## config.mk

```make
export PLATFORM = sky130hd
export DESIGN_NAME = crn_front
export DESIGN_NICKNAME = d
export VERILOG_FILES = /design/src/sv/crn_pkg.sv /design/src/sv/crn_front.sv
export SDC_FILE = /design/constraint.sdc
export NUM_CORES = 1
export LEC_CHECK = 0
export ABC_AREA = 1
export BUFFER_PORTS_ARGS = -buffer_cell sky130_fd_sc_hd__clkbuf_2
export CORE_AREA = 2 2 152 154
export CTS_CLUSTER_SIZE = 28
export DETAILED_ROUTE_END_ITERATION = 7
export DIE_AREA = 0 0 154 156
export PLACE_DENSITY = 0.66
export SLEW_MARGIN = 10
export SYNTH_ARGS = -nofsm -noshare
export SYNTH_HDL_FRONTEND = slang
export SYNTH_SLANG_ARGS = --single-unit
```

## constraint.sdc

```tcl
create_clock -name aclk -period 7.7 [get_ports aclk]
set_input_delay 2.31 -clock aclk [delete_from_list [all_inputs] [get_ports aclk]]
set_output_delay 2.31 -clock aclk [all_outputs]
set_load 0.03 [all_outputs]
```

## src/sv/crn_pkg.sv

```systemverilog
package crn_pkg;

    localparam int unsigned ONE_Q16 = 65536;

    typedef enum logic [1:0] {
        MODE_FB      = 2'd0,
        MODE_MIN     = 2'd1,
        MODE_PENALTY = 2'd2,
        MODE_RSVD    = 2'd3
    } mode_t;

    localparam logic [1:0] REG_MODE  = 2'd0;
    localparam logic [1:0] REG_ALPHA = 2'd1;
    localparam logic [1:0] REG_SIGMA = 2'd2;

    // one classified element, as passed from the front to the back end
    typedef struct packed {
        logic signed [31:0] y;
        logic signed [31:0] v;
        logic signed [32:0] d;      // v - vbar
        logic               last;
    } elem_t;

    // 32 x 32 unsigned multiply helper
    function automatic logic [63:0] umul32(input logic [31:0] a, input logic [31:0] b);
        umul32 = {32'd0, a} * {32'd0, b};
    endfunction

endpackage

```

## src/sv/crn_front.sv

```systemverilog
module crn_front
    import crn_pkg::*;
(
    input  logic        aclk,
    input  logic        aresetn,
    input  logic        in_valid,
    output logic        in_ready,
    input  logic [31:0] y,
    input  logic [31:0] v,
    input  logic [31:0] vr,
    input  logic        last,
    output logic        q_valid,
    input  logic        q_ready,
    output elem_t       q_data
);

    // two-entry queue
    elem_t      mem_reg [2];
    logic       wp_reg, rp_reg;
    logic [1:0] cnt_reg;
    logic       push, pop;

    assign in_ready = (cnt_reg != 2'd2);
    assign push     = in_valid && in_ready;
    assign q_valid  = (cnt_reg != 2'd0);
    assign pop      = q_valid && q_ready;
    assign q_data   = mem_reg[rp_reg];

    always_ff @(posedge aclk) begin
        if (push) begin
            mem_reg[wp_reg].y    <= y;
            mem_reg[wp_reg].v    <= v;
            mem_reg[wp_reg].d    <= {v[31], v} - {vr[31], vr};
            mem_reg[wp_reg].last <= last;
        end
        if (!aresetn) begin
            wp_reg  <= 1'b0;
            rp_reg  <= 1'b0;
            cnt_reg <= 2'd0;
        end else begin
            if (push) wp_reg <= ~wp_reg;
            if (pop) rp_reg <= ~rp_reg;
            cnt_reg <= cnt_reg + {1'b0, push} - {1'b0, pop};
        end
    end

    a_cnt: assert property (@(posedge aclk) disable iff (!aresetn) cnt_reg <= 2'd2)
        else $error("queue overfull");
    a_full: assert property (@(posedge aclk) disable iff (!aresetn)
        cnt_reg == 2'd2 |-> !in_ready) else $error("ready while full");
    a_empty: assert property (@(posedge aclk) disable iff (!aresetn)
        cnt_reg == 2'd0 |-> !q_valid) else $error("valid while empty");

endmodule

```

# Yosys cells after proc, flatten, opt, wreduce, memory -nomap -nowiden
# Memories as Yosys holds them, arrays and structs flattened. A register that Yosys moved wholly into a read port is not among the register bits.
# Cells that the tools add are included.
[word_totals]
reg_bits = 4
ram_bits = 196
inputBits = 101
out_inout_bits = 100
wordCells = 17
n_memories = 1
[memory_table]
columns = ["name", "words", "width", "rd", "rd_clocked_by_memory_dff", "write_ports", "line_no", "text"]
rows = [
  ["mem_reg", 2, 98, 1, 1, 1, "crn_front.sv:18", "elem_t mem_reg [2];"],
]
[classes]
add_sub_neg = 3
eq_ne = 1
mux = 4
bitwise = 2
n_reduce_logical = 3
[op_table]
columns = ["op", "count"]
rows = [
  ["$sub A32 B32 Y33", 1],
  ["$mux W1", 4],
  ["$add A2 B1 Y2", 1],
  ["$logic_and A1 B1 Y1", 2],
  ["$ne A2 B2 Y1 const B", 1],
  ["$not A1 Y1", 2],
  ["$reduce_bool A2 Y1", 1],
  ["$sub A2 B1 Y2", 1],
]

# Logic depth before layout (Yosys ltp)
[logic_depth]
word_depth = 4
depth_mapped = 14
mapped_depth_nobuf = 14

# Worst setup path before layout
# No wires, ideal clock.
[synth_timing]
kind = "input-to-reg"
from = "input in_valid"
to = "memory mem_reg[0][0] in the netlist's numbering (enable)"
setup_time_ns = 0.556
arrival_time_ns = 6.516
required_ns = 7.144
slack_ns = 0.628
stages = 2
n_path_buf = 0
path_cell_list = "nand2_1 nor2_1"
[synth_between]
elab_chain_len = 3
[synth_rtl]
columns = ["item", "line_no", "text"]
rows = [
  ["start, declared", "crn_front.sv:6", "input logic in_valid,"],
  ["$logic_and A1 B1 Y1", "crn_front.sv:24", "assign push = in_valid && in_ready;"],
  ["$mux W1", "crn_front.sv:30", "if (push) begin"],
  ["$mux W1 (not written as such)", "crn_front.sv:34", "mem_reg[wp_reg].last <= last;"],
  ["end, declared", "crn_front.sv:18", ""],
]
# Every way passes these cells.

==> impl_metrics.yaml <==
status:
  status: "finished, final reports clean"
sta:
  fmax_ghz: 0.203
  finClkSkew_ps: 8.03
  worst_slack_ps: 2770
  hold_violations: 0
  finalSetupViolations: 0
  drv_slew: 0
  tns_ps: 0
  worst_pin_slew_ps: 899
  relSlewSlack_pct: 40.1
  fin_crit_ps: 4930
  period_share_pct: 64.0
  rsz0062_at_grt: "false"
logic_synthesis:
  synth_area_leaders: "edfxtp_1, mux2_2, nand2_1, inv_1, ha_1"
  netlist_instances: 890
  ys_async_sr_fraction_pct: 0
  synth-seq-area-share_pct: 60.7
  postSynthAreaPerCell_um2: 11.1
  synth_flop_cell: "edfxtp_1"
  synth_common_cells: "nand2_1, edfxtp_1, inv_1"
  syn_area_um2: 9870
  yosys_warnings: 0
  ys_ff_latch: 201
  synth_edf_count: 196
  synth_top_area_cell: "edfxtp_1"
  synth_cell_types: 26
  synth_most_common_cell: "nand2_1"
  synth_top_area_share_pct: 59.7
  syn_nets: 1026
finish:
  drive_above_1_share_pct: 31.0
  antenna_cells: 0
  nets: 1240
  largest_reg_flops: 196
  nFillCells: 2016
  syn_to_final_growth_pct: 20.1
  layout.cells.non_filler: 1400
worst_setup_path:
  cp_slowest_cell: "buf_4"
  critPathBufInv: 2
  rr_startpoint: "cnt_reg[0]$_SDFF_PN0_"
  crit_path_end_kind: "primary output"
  worstSetupPathType: "flop to primary output"
  critPathLaunchType: "flop"
  max_stage_delay_ps: 750
  path_cells: "buf_4 > mux2_2 > clkbuf_2"
  crit_path_max_fanout: 66
  cp.arrival_ps: 2620
  critPathTopFamily: "buffers and inverters"
  crit_required_ps: 5390
floorplan:
  die_w_um: 154
  pin_count: 201
  die_h_um: 156
  core-area_um2: 22400
  dieArea_um2: 24000
  initial_core_util_pct: 44.1
  rows: 55
power_and_ir_drop:
  leakage_nw: 5.48
  power.density_nw_per_um2: 301
  irDropWorstVdd_mv: 0.159
  finalPower_mw: 3.57
cts:
  clockBufferDepth: 3
  cts_buffers: 21
  cts_setup_buffers: 0
  cts_tree: "built"
  cts_root_buf: "clkbuf_16"
  cts_htree_levels: 1
  cts.sinks: 201
  cts_resized: 0
  clock_latency_ps: 500
  clkTransAtPathRegs_ps: 60
  cts_hold_buf: 0
placement:
  io_buffer_count: 200
  dp.cells: 1366
  dpl_worst_slack_ps: 3270
  dp_hpwl_mm: 14.8
  gp_congestion: 0.865
routing:
  finalWirelength_mm: 20.4
  postRouteAntennaNets: 0
  met3_length_mm: 1.19
  wl_met2_mm: 9.62
  wl_per_cell_um: 14.5
  wirelength_met1_mm: 9.10
  post_drt_via_cell_ratio: 4.67
  highest_layer: "met4"
  drtIter0Drc: 368
  drc_errors: 0
  dr.pass1.iters: 5
  num_vias: 6540
min_path:
  holdCritStartpoint: "rp_reg$_SDFFE_PN0P_"
  min_path_type: "flop to flop"
global_route:
  grt_use_total_pct: 16.9
  grt_overflow: 0
  grt_pass1_vias: 6439
  grt_antenna_before_repair: 0
  grt_pass1_wl_mm: 32.2
  grt_max_degree: 74
flow_run:
  cap_violations: 0
-- metrics by stage --
stage	hold WS, ps	instance area (um^2)	utilization (%)
6_report	459	11900	53.0
5_1_grt	479	11900	53.0
4_1_cts	458	11900	53.0
3_5_place_dp	441	11200	50.1
3_3_place_gp	437	11200	50.1
2_1_floorplan	425	9870	-
-- layer usage --
layer | track usage (%) | up-vias
met2 | 28.8 | 170
met4 | 4.05 | 0
met3 | 3.50 | 25
met1 | 22.3 | 2985
li1 | - | 3360
met5 | 0 | -
-- path summary, 6_finish.rpt --
kind / to / slack (ps) / cells past startpoint
setup / recovery: q_data[21] / 2770 / 3
hold / removal: flop / 460 / 1
setup reg to reg: mem_reg[0][73]$_DFFE_PP_ / 5550 / 5
hold reg to reg: flop / 460 / 1
-- layout make-up --
| class | count | area [um^2] | area share, % |
|---|---|---|---|
| clock buffer | 24 | 537 | 4.53 |
| clock inverter | 10 | 97.6 | 0.824 |
| inverter | 164 | 616 | 5.19 |
| multi-input combinational | 513 | 3210 | 27.1 |
| sequential | 201 | 5990 | 50.5 |
| tap | 285 | 357 | 3.01 |
| timing repair buffer | 203 | 1050 | 8.85 |
-- logic make-up after synthesis --
logic type	after synthesis	synth area share (%)
simple gates	334	13.6
flops	201	60.7
buf+inv	176	6.99
mux	98	11.2
fa+ha+maj	35	4.51
compound gates	30	1.61
xor+xnor	16	1.42
-- report_power, final --
group	total [mW]	internal [mW]	switching, mW
Clock	0.952	0.561	0.390
Sequential	1.48	1.42	0.0561
Combinational	1.14	0.377	0.761
Total	3.57	2.36	1.21
-- layout by cell type, fill, tap and decap left out --
cell type / count
clkinv_1: 5
nand2_2: 12
buf_12: 2
clkbuf_16: 21
a21oi_1: 24
nand2_1: 247
o21bai_1: 1
a21oi_2: 1
bufinv_16: 2
edfxtp_1: 196
nor2_2: 2
nor2_4: 2
xnor2_1: 3
nand3_2: 1
nor2_1: 39
clkbuf_2: 200
dfxtp_4: 1
fa_1: 1
inv_6: 1
clkbuf_1: 3
dfxtp_1: 4
clkinv_2: 2
nor3_1: 2
xor2_1: 13
buf_4: 1
ha_1: 34
mux2_2: 98
nand3_1: 22
or2_1: 1
o21ai_0: 3
inv_1: 164
nand4_1: 4
a21o_1: 1
and2_1: 2
No activity file was read; power rests on OpenSTA's default activity.
